--- src/hw/rtl/i2cms_pkg.sv ---
// Shared types and constants of the I2C master bit sequencer.
// No dependencies; imported by every RTL module of the block.
`default_nettype none

package i2cms_pkg;

   typedef enum logic [2:0] {
      OP_IDLE         = 3'd0,
      OP_START        = 3'd1,
      OP_STOP         = 3'd2,
      OP_WRITE        = 3'd3,
      OP_WAIT         = 3'd4,
      OP_READ         = 3'd5,
      OP_TIMEOUT_STOP = 3'd6
   } op_type;

   // command codes on the input word
   localparam logic [2:0] CMD_START = 3'd1;
   localparam logic [2:0] CMD_READ  = 3'd5;

   localparam logic [7:0] ACK_TIMEOUT_RESET = 8'd250;

   localparam logic [4:0] WRITE_END_PHASE = 5'd24;
   localparam logic [4:0] READ_ACK_PHASE  = 5'd16;
   localparam logic [4:0] READ_CLK_PHASE  = 5'd17;

   typedef struct packed {
      logic [2:0] cmd;
      logic [7:0] write_byte;
      logic       send_ack;
      logic       sda_sample;
   } item_type;

   // scl_level ends up in bit 0
   typedef struct packed {
      logic       ack_missing;
      logic [7:0] read_byte;
      logic       done_res;
      logic       busy_res;
      logic       sda_level;
      logic       scl_level;
   } result_type;

   localparam int RESULT_BITS = $bits(result_type);

endpackage

`default_nettype wire

--- src/hw/rtl/i2cms_in_stage.sv ---
// Input register of the I2C master bit sequencer: holds one request word.
// Depends on i2cms_pkg.
`default_nettype none

module i2cms_in_stage
   import i2cms_pkg::*;
(
   input  wire logic        clock,
   input  wire logic        reset,
   input  wire logic        req_tvalid,
   output      logic        req_tready,
   input  wire logic [15:0] req_tdata,
   input  wire logic [2:0]  req_tuser,
   input  wire logic        step,
   output      logic        item_valid,
   output      item_type    item
);

   logic     valid_ff, valid_in;
   item_type item_ff, item_in;

   // free when empty or when the held word moves on this cycle
   assign req_tready = !valid_ff || step;

   always_comb begin
      valid_in = valid_ff;
      item_in  = item_ff;
      if (req_tready) begin
         valid_in = req_tvalid;
         item_in.cmd        = req_tuser;
         item_in.write_byte = req_tdata[7:0];
         item_in.send_ack   = req_tdata[8];
         item_in.sda_sample = req_tdata[9];
      end
   end

   always_ff @(posedge clock) begin
      if (reset) begin
         valid_ff <= 1'b0;
      end else begin
         valid_ff <= valid_in;
      end
      item_ff <= item_in;
   end

   assign item_valid = valid_ff;
   assign item       = item_ff;

endmodule

`default_nettype wire

--- src/hw/rtl/i2cms_engine.sv ---
// Line sequencing state machine: one tick per word, SCL/SDA drive levels.
// Depends on i2cms_pkg; holds the ack timeout register.
`default_nettype none

module i2cms_engine
   import i2cms_pkg::*;
(
   input  wire logic       clock,
   input  wire logic       reset,
   input  wire logic       csr_valid,
   input  wire logic [7:0] csr_data,
   input  wire logic       step,
   input  wire item_type   item,
   output      result_type result
);

   op_type     op_ff, op_in;
   logic [4:0] phase_ff, phase_in;
   logic [1:0] sub_ff, sub_in;
   logic [7:0] shift_ff, shift_in;
   logic [7:0] wait_ff, wait_in;
   logic       scl_ff, scl_in;
   logic       sda_ff, sda_in;
   logic       ack_ff, ack_in;
   logic       nack_ff, nack_in;
   logic [7:0] rx_ff, rx_in;
   logic [7:0] timeout_ff;
   logic       done;

   always_comb begin
      logic   advance;
      logic   run;
      advance  = 1'b1;
      run      = 1'b0;
      op_in    = op_ff;
      phase_in = phase_ff;
      sub_in   = sub_ff;
      shift_in = shift_ff;
      wait_in  = wait_ff;
      scl_in   = scl_ff;
      sda_in   = sda_ff;
      ack_in   = ack_ff;
      nack_in  = nack_ff;
      rx_in    = rx_ff;
      done     = 1'b0;

      if (op_ff == OP_IDLE) begin
         // latch a new command; unknown codes and none leave the block idle
         if (item.cmd >= CMD_START && item.cmd <= CMD_READ) begin
            op_in    = op_type'(item.cmd);
            phase_in = 5'd0;
            sub_in   = 2'd0;
            wait_in  = 8'd0;
            run      = 1'b1;
            if (op_type'(item.cmd) == OP_WRITE) begin
               shift_in = item.write_byte;
            end
            if (op_type'(item.cmd) == OP_READ) begin
               shift_in = 8'd0;
               ack_in   = item.send_ack;
            end
         end
      end else begin
         run = 1'b1;
      end

      if (run) begin
         case (op_in)
            OP_START: begin
               if (phase_in == 5'd0) begin
                  sda_in = 1'b1;
                  scl_in = 1'b1;
               end else if (phase_in == 5'd1) begin
                  sda_in = 1'b0;
               end else begin
                  scl_in = 1'b0;
                  done   = 1'b1;
               end
            end
            OP_STOP, OP_TIMEOUT_STOP: begin
               if (phase_in == 5'd0) begin
                  scl_in = 1'b0;
                  sda_in = 1'b0;
               end else if (phase_in == 5'd1) begin
                  scl_in = 1'b1;
               end else if (phase_in == 5'd2) begin
                  sda_in = 1'b1;
               end else begin
                  nack_in = (op_in == OP_TIMEOUT_STOP);
                  done    = 1'b1;
               end
            end
            OP_WRITE: begin
               if (phase_in >= WRITE_END_PHASE) begin
                  done = 1'b1;
               end else begin
                  // sub counts the phase modulo three
                  case (sub_in)
                     2'd0: begin
                        if (phase_in == 5'd0) begin
                           scl_in = 1'b0;
                        end
                        sda_in   = shift_in[7];
                        shift_in = {shift_in[6:0], 1'b0};
                     end
                     2'd1: begin
                        scl_in = 1'b1;
                     end
                     default: begin
                        scl_in = 1'b0;
                     end
                  endcase
                  sub_in = (sub_in == 2'd2) ? 2'd0 : sub_in + 2'd1;
               end
            end
            OP_WAIT: begin
               if (phase_in == 5'd0) begin
                  sda_in = 1'b1;
               end else if (phase_in == 5'd1) begin
                  scl_in = 1'b1;
               end else begin
                  // poll: phase holds while waiting
                  advance = 1'b0;
                  if (!item.sda_sample) begin
                     scl_in  = 1'b0;
                     nack_in = 1'b0;
                     done    = 1'b1;
                  end else if (wait_in >= timeout_ff) begin
                     op_in    = OP_TIMEOUT_STOP;
                     phase_in = 5'd0;
                     scl_in   = 1'b0;
                     sda_in   = 1'b0;
                  end else begin
                     wait_in = wait_in + 8'd1;
                  end
               end
            end
            OP_READ: begin
               if (phase_in == 5'd0) begin
                  sda_in = 1'b1;
                  scl_in = 1'b0;
               end else if (phase_in < READ_ACK_PHASE) begin
                  if (phase_in[0]) begin
                     scl_in   = 1'b1;
                     shift_in = {shift_in[6:0], item.sda_sample};
                  end else begin
                     scl_in = 1'b0;
                  end
               end else if (phase_in == READ_ACK_PHASE) begin
                  scl_in = 1'b0;
                  sda_in = !ack_in;
               end else if (phase_in == READ_CLK_PHASE) begin
                  scl_in = 1'b1;
               end else begin
                  scl_in = 1'b0;
                  rx_in  = shift_in;
                  done   = 1'b1;
               end
            end
            default: begin
               done = 1'b1;
            end
         endcase
         if (advance && !done) begin
            phase_in = phase_in + 5'd1;
         end
         if (done) begin
            op_in = OP_IDLE;
         end
      end
   end

   always_ff @(posedge clock) begin
      if (reset) begin
         op_ff      <= OP_IDLE;
         phase_ff   <= 5'd0;
         sub_ff     <= 2'd0;
         shift_ff   <= 8'd0;
         wait_ff    <= 8'd0;
         scl_ff     <= 1'b1;
         sda_ff     <= 1'b1;
         ack_ff     <= 1'b0;
         nack_ff    <= 1'b0;
         rx_ff      <= 8'd0;
         timeout_ff <= ACK_TIMEOUT_RESET;
      end else begin
         if (step) begin
            op_ff    <= op_in;
            phase_ff <= phase_in;
            sub_ff   <= sub_in;
            shift_ff <= shift_in;
            wait_ff  <= wait_in;
            scl_ff   <= scl_in;
            sda_ff   <= sda_in;
            ack_ff   <= ack_in;
            nack_ff  <= nack_in;
            rx_ff    <= rx_in;
         end
         if (csr_valid) begin
            timeout_ff <= csr_data;
         end
      end
   end

   always_comb begin
      result.scl_level   = scl_in;
      result.sda_level   = sda_in;
      result.busy_res    = (op_in != OP_IDLE);
      result.done_res    = done;
      result.read_byte   = rx_in;
      result.ack_missing = nack_in;
   end

endmodule

`default_nettype wire

--- src/hw/rtl/i2cms_out_stage.sv ---
// Result register of the I2C master bit sequencer: holds one response word.
// Depends on i2cms_pkg.
`default_nettype none

module i2cms_out_stage
   import i2cms_pkg::*;
(
   input  wire logic        clock,
   input  wire logic        reset,
   input  wire logic        step,
   input  wire result_type  result,
   output      logic        space,
   output      logic        rsp_tvalid,
   input  wire logic        rsp_tready,
   output      logic [15:0] rsp_tdata
);

   logic       valid_ff, valid_in;
   result_type data_ff, data_in;

   assign space = !valid_ff || rsp_tready;

   always_comb begin
      valid_in = valid_ff;
      data_in  = data_ff;
      if (space) begin
         valid_in = step;
      end
      if (step) begin
         data_in = result;
      end
   end

   always_ff @(posedge clock) begin
      if (reset) begin
         valid_ff <= 1'b0;
      end else begin
         valid_ff <= valid_in;
      end
      data_ff <= data_in;
   end

   assign rsp_tvalid = valid_ff;
   assign rsp_tdata  = {{(16 - RESULT_BITS){1'b0}}, data_ff};

endmodule

`default_nettype wire

--- src/hw/rtl/i2c_master_bit_sequencer.sv ---
// I2C master bit sequencer: one request word per bus tick, one response word each.
// A request word is held in the input register, then its result is held in the result register.
// Throughput: one word per cycle while rsp_tready does not stall, set by the input and result registers.
// Synchronous active-high reset: SCL and SDA released, idle, timeout 250.
// Depends on i2cms_pkg, i2cms_in_stage, i2cms_engine, i2cms_out_stage.
`default_nettype none

module i2c_master_bit_sequencer
   import i2cms_pkg::*;
(
   input  wire logic        clock,
   input  wire logic        reset,
   input  wire logic        csr_valid,
   output      logic        csr_ready,
   input  wire logic [7:0]  csr_data,    // ack_timeout
   input  wire logic        req_tvalid,
   output      logic        req_tready,
   input  wire logic [15:0] req_tdata,   // write_byte[7:0], send_ack[8], sda_sample[9]
   input  wire logic [2:0]  req_tuser,   // cmd[2:0]
   output      logic        rsp_tvalid,
   input  wire logic        rsp_tready,
   output      logic [15:0] rsp_tdata    // scl_level[0], sda_level[1], busy_res[2],
                                         // done_res[3], read_byte[11:4], ack_missing[12]
);

   item_type   item;
   result_type result;
   logic       item_valid;
   logic       space;
   logic       step;

   assign csr_ready = 1'b1;
   assign step      = item_valid && space;

   i2cms_in_stage u_in (
      .clock      (clock),
      .reset      (reset),
      .req_tvalid (req_tvalid),
      .req_tready (req_tready),
      .req_tdata  (req_tdata),
      .req_tuser  (req_tuser),
      .step       (step),
      .item_valid (item_valid),
      .item       (item)
   );

   i2cms_engine u_engine (
      .clock     (clock),
      .reset     (reset),
      .csr_valid (csr_valid),
      .csr_data  (csr_data),
      .step      (step),
      .item      (item),
      .result    (result)
   );

   i2cms_out_stage u_out (
      .clock      (clock),
      .reset      (reset),
      .step       (step),
      .result     (result),
      .space      (space),
      .rsp_tvalid (rsp_tvalid),
      .rsp_tready (rsp_tready),
      .rsp_tdata  (rsp_tdata)
   );

endmodule

`default_nettype wire

--- config.mk ---
export PLATFORM = sky130hd
export DESIGN_NAME = i2c_master_bit_sequencer
export DESIGN_NICKNAME = d
export VERILOG_FILES = /design/src/hw/rtl/i2cms_pkg.sv /design/src/hw/rtl/i2cms_in_stage.sv /design/src/hw/rtl/i2cms_engine.sv /design/src/hw/rtl/i2cms_out_stage.sv /design/src/hw/rtl/i2c_master_bit_sequencer.sv
export SDC_FILE = /design/constraint.sdc
export NUM_CORES = 1
export LEC_CHECK = 0
export BUFFER_PORTS_ARGS = -buffer_cell sky130_fd_sc_hd__buf_4
export CORE_MARGIN = 2
export CORE_UTILIZATION = 58
export DETAILED_ROUTE_END_ITERATION = 10
export GPL_ROUTABILITY_DRIVEN = 0
export PLACE_DENSITY = 0.92
export RECOVER_POWER = 25
export SYNTH_ARGS = -nofsm -noshare
export SYNTH_HDL_FRONTEND = slang
export SYNTH_SLANG_ARGS = --single-unit
--- constraint.sdc ---
create_clock -name clock -period 4.7 [get_ports clock]
set_clock_uncertainty 0.05 [all_clocks]
set_input_delay 0.94 -clock clock [delete_from_list [all_inputs] [get_ports clock]]
set_output_delay 0.94 -clock clock [all_outputs]
set_load 0.01 [all_outputs]
==> flow_metrics.env <==
export IMPL_worst_hold_path_endpoint="u_engine.rx_ff[7]"
export IMPL_grt_use_met1_pct=31.9
export IMPL_finalPower_mw=1.40
export IMPL_cts_repair_resize_count=0
export IMPL_n_antenna_cell=0
export IMPL_cts_made_buffers=9
export IMPL_clk_latency_ns=0.37
export IMPL_crit_buf_inv=0
export IMPL_use_met2_pct=40.7
export IMPL_power_density_nw_per_um2=316
export IMPL_grt_max_degree=41
export IMPL_r2r_slack_ns=0.79
export IMPL_drive_above_1_share_pct=18.4
export IMPL_async_flop_share_pct=0
export IMPL_busiest_layer="met2"
export IMPL_p_int_mw=1.01
export IMPL_slowest_delay_ns=0.62
export IMPL_worstPathArrival_ns=4.01
export IMPL_yosysWarnings=0
export IMPL_outcome="complete, but fails checks"
export IMPL_crit_reg2reg_launch="u_engine.op_ff[0]"
export IMPL_crit_chain="nor3_2 > nand3_2 > and2_1 > ha_1 > o21a_1 > a21oi_1 > o31ai_2 > a21oi_1 > and2_1 > ha_1 > nand3_1 > a31oi_1"
export IMPL_leakagePower_nw=1.72
export IMPL_worst_pin_slew_ns=1.84
export IMPL_hp_class="register to register"
export IMPL_grt_overflow=0
export IMPL_critPathKind="register to register"
export IMPL_clockPowerShare_pct=37.0
export IMPL_switching_share_pct=28.0
export IMPL_rows=29
export IMPL_seqPwrFrac_pct=50.4
export IMPL_synthCells=436
export IMPL_required_ns=4.81
export IMPL_tns_ns=0
export IMPL_clkTransAtPathRegs_ns=0.09
export IMPL_grt_pass1_wl_um=14700
export IMPL_htree_num_levels=3
export IMPL_clkSinkCount=74
export IMPL_drt_initial_drc_count=508
export IMPL_grt_pass1_vias=3247
export IMPL_start_util_pct=60.8
export IMPL_syn_area_um2=3930
export IMPL_post_place_ws_ns=0.927
export IMPL_port_buffers=40
export IMPL_avgSynthCellArea_um2=9.01
export IMPL_switchingPower_uw=392
export IMPL_die_height_um=86.3
export IMPL_dp_hpwl_um=6110
export IMPL_cts_buffer_depth=2
export IMPL_synth_distinct_cells=68
export IMPL_cts_tree="done"
export IMPL_ir_drop_uv=198
export IMPL_dr_pass1_iters=6
export IMPL_grt_use_met3_pct=6.67
export IMPL_antenna_found_initial=0
export IMPL_multi_input_area_um2=2010
export IMPL_setup_violations=0
export IMPL_synth_seq_cells=74
export IMPL_slew_headroom_pct=-22.6
export IMPL_crit_path_max_fanout=19
export IMPL_cts_setup_buffers=0
export IMPL_fp_dieArea_um2=7450
export IMPL_die_w_um=86.3
export IMPL_crit_path_end_kind="register"
export IMPL_reg2regPathDepth=12
export IMPL_maxCapViolCount=1
export IMPL_nFillCells=491
export IMPL_startpoint_type="register"
export IMPL_syn2layout_area_growth_pct=12.5
export IMPL_worst_slack_ns=0.793
export IMPL_fin_crit_sh_pct=83.1
export IMPL_reg2reg_to="u_engine.phase_ff[1]"
export IMPL_nets=505
export IMPL_drv_slew=41
export IMPL_min_path_cells=2
export IMPL_cpMaxStageDelayCell="o31ai_2"
export IMPL_hold_viol_final=0
export IMPL_period_needed_ns=3.91
export IMPL_max_freq_ghz=0.256
export IMPL_rsz0062_at_grt="no"
export IMPL_ys_seq_area_share_pct=44.3
export IMPL_drc_errors=0
export IMPL_coreArea_um2=6460
export IMPL_cts_hold_buf=0
export IMPL_whs_ns=0.414
export IMPL_antenna_left=0
export IMPL_drt_total_wl_um=8770
export IMPL_violations="capacitance limit, slew limit"
export IMPL_crit_family="simple AND/OR/NAND/NOR gates"
export IMPL_synth_edf_count=26
export IMPL_synthFlopType="dfxtp_1"
export IMPL_ios=51
export IMPL_cts_root_buf="clkbuf_8"
export IMPL_routed_via_density=6.30
export IMPL_grt_util_all_layers_pct=24.8
export IMPL_combinationalPowerShare_pct=12.5
export IMPL_holdCritStartpoint="u_engine.rx_ff[7]"
export IMPL_wire_per_inst_um=16.1
export IMPL_regArea_um2=1740
export IMPL_vias=3431
[registers in the layout, indices dropped and copies added (netlist names)]
register	count
u_engine.scl_ff	1
u_engine.rx_ff	8
u_engine.nack_ff	1
u_engine.sub_ff	2
u_engine.ack_ff	1
u_engine.wait_ff	8
u_engine.shift_ff	8
u_in.item	13
u_in.item_valid	1
u_out.rsp_tvalid	1
u_out.rsp_tdata	13
u_engine.sda_ff	1
u_engine.op_ff	3
u_engine.timeout_ff	8
u_engine.phase_ff	5
[how the worst max path moves through the flow]
stage                      start                    to  slack, ns  cells after the start
2_1_floorplan      u_in.item[11]  u_engine.phase_ff[2]       1.40                     13
3_3_place_gp   u_engine.op_ff[0]  u_engine.phase_ff[2]       1.06                     12
3_5_place_dp   u_engine.op_ff[0]  u_engine.phase_ff[2]       0.93                     12
4_1_cts        u_engine.op_ff[0]  u_engine.phase_ff[2]       0.90                     12
5_1_grt        u_engine.op_ff[0]  u_engine.phase_ff[1]       0.57                     12
6_report       u_engine.op_ff[0]  u_engine.phase_ff[1]       0.79                     12
[metrics by stage]
stage | std cells | util (%) | area [µm²]
6_report | 545 | 68.4 | 4420
2_1_floorplan | 438 | - | 3940
3_5_place_dp | 529 | 65.3 | 4220
4_1_cts | 545 | 68.5 | 4420
5_1_grt | 545 | 68.4 | 4420
3_3_place_gp | 529 | 65.3 | 4220
[layer usage]
layer,up-vias,share of wire [%]
met3,21,8.1
met5,-,0
met4,0,1.6
li1,1625,-
met1,1613,42
met2,172,48
[Yosys cell counts (all sizes together), types with 6 or more instances]
cell type / number / area, µm²
o211ai: 10 / 80.1
mux2i: 6 / 60.1
ha: 10 / 125
nand4: 7 / 43.8
nand3: 19 / 100
dfxtp: 48 / 961
xnor2: 7 / 61.3
nor3: 6 / 35.0
nand2: 66 / 248
and2: 12 / 75.1
a21oi: 26 / 153
clkbuf: 16 / 60.1
o21ai: 14 / 73.8
inv: 13 / 48.8
mux2: 8 / 90.1
nor2: 45 / 171
edfxtp: 26 / 781
a31oi: 14 / 87.6
a22o: 8 / 70.1
buf: 12 / 71.3
[placed cells by master, fill, tap and decap left out, types with 8 or more instances in the layout]
| cell | instances |
|---|---|
| buf_4 | 27 |
| edfxtp_1 | 26 |
| nand2_1 | 66 |
| inv_1 | 12 |
| o21ai_0 | 11 |
| dfxtp_1 | 48 |
| ha_1 | 10 |
| nand3_1 | 18 |
| mux2_2 | 8 |
| a22o_1 | 8 |
| o211ai_1 | 9 |
| clkbuf_8 | 9 |
| a31oi_1 | 14 |
| nor2_1 | 44 |
| clkbuf_4 | 14 |
| and2_1 | 12 |
| a21oi_1 | 22 |
[layout make-up]
class                           instances  area share [%]
Sequential cell                        74            39.4
Multi-Input combinational cell        323            45.6
Clock buffer                            9            2.80
Inverter                               13            1.10
Timing Repair Buffer                   42            7.05
Tap cell                               77            2.18
Clock inverter                          7            1.84
[tightest hold or removal path, delay by kind of cell (launching register included)]
| family | cells | cell delay (ns) |
|---|---|---|
| AO/OA/AOI/OAI | 1 | 0.06 |
| AND/OR/NAND/NOR | 1 | 0.05 |
| flip-flops | 1 | 0.32 |
[logic make-up (layout without fill, tap and decap cells)]
| family | Yosys count | count (layout) | synth area share [%] |
|---|---|---|---|
| other cells | 2 | 4 | 0.191 |
| fa+ha+maj | 10 | 10 | 3.18 |
| flops | 74 | 74 | 44.3 |
| xor+xnor | 8 | 8 | 1.78 |
| mux | 14 | 14 | 3.82 |
| buf+inv | 41 | 71 | 4.59 |
| compound gates | 100 | 100 | 18.5 |
| simple gates | 187 | 187 | 23.6 |
[power groups by stage]
stage / logic (mW) / registers, mW / clock network, mW
floorplan: 0.123 / 0.714 / 0
global placement: 0.166 / 0.718 / 0
detailed placement: 0.173 / 0.719 / 0
CTS: 0.173 / 0.704 / 0.522
global route: 0.191 / 0.708 / 0.551
finish: 0.175 / 0.705 / 0.518
No activity file was read; power rests on OpenSTA's default activity.
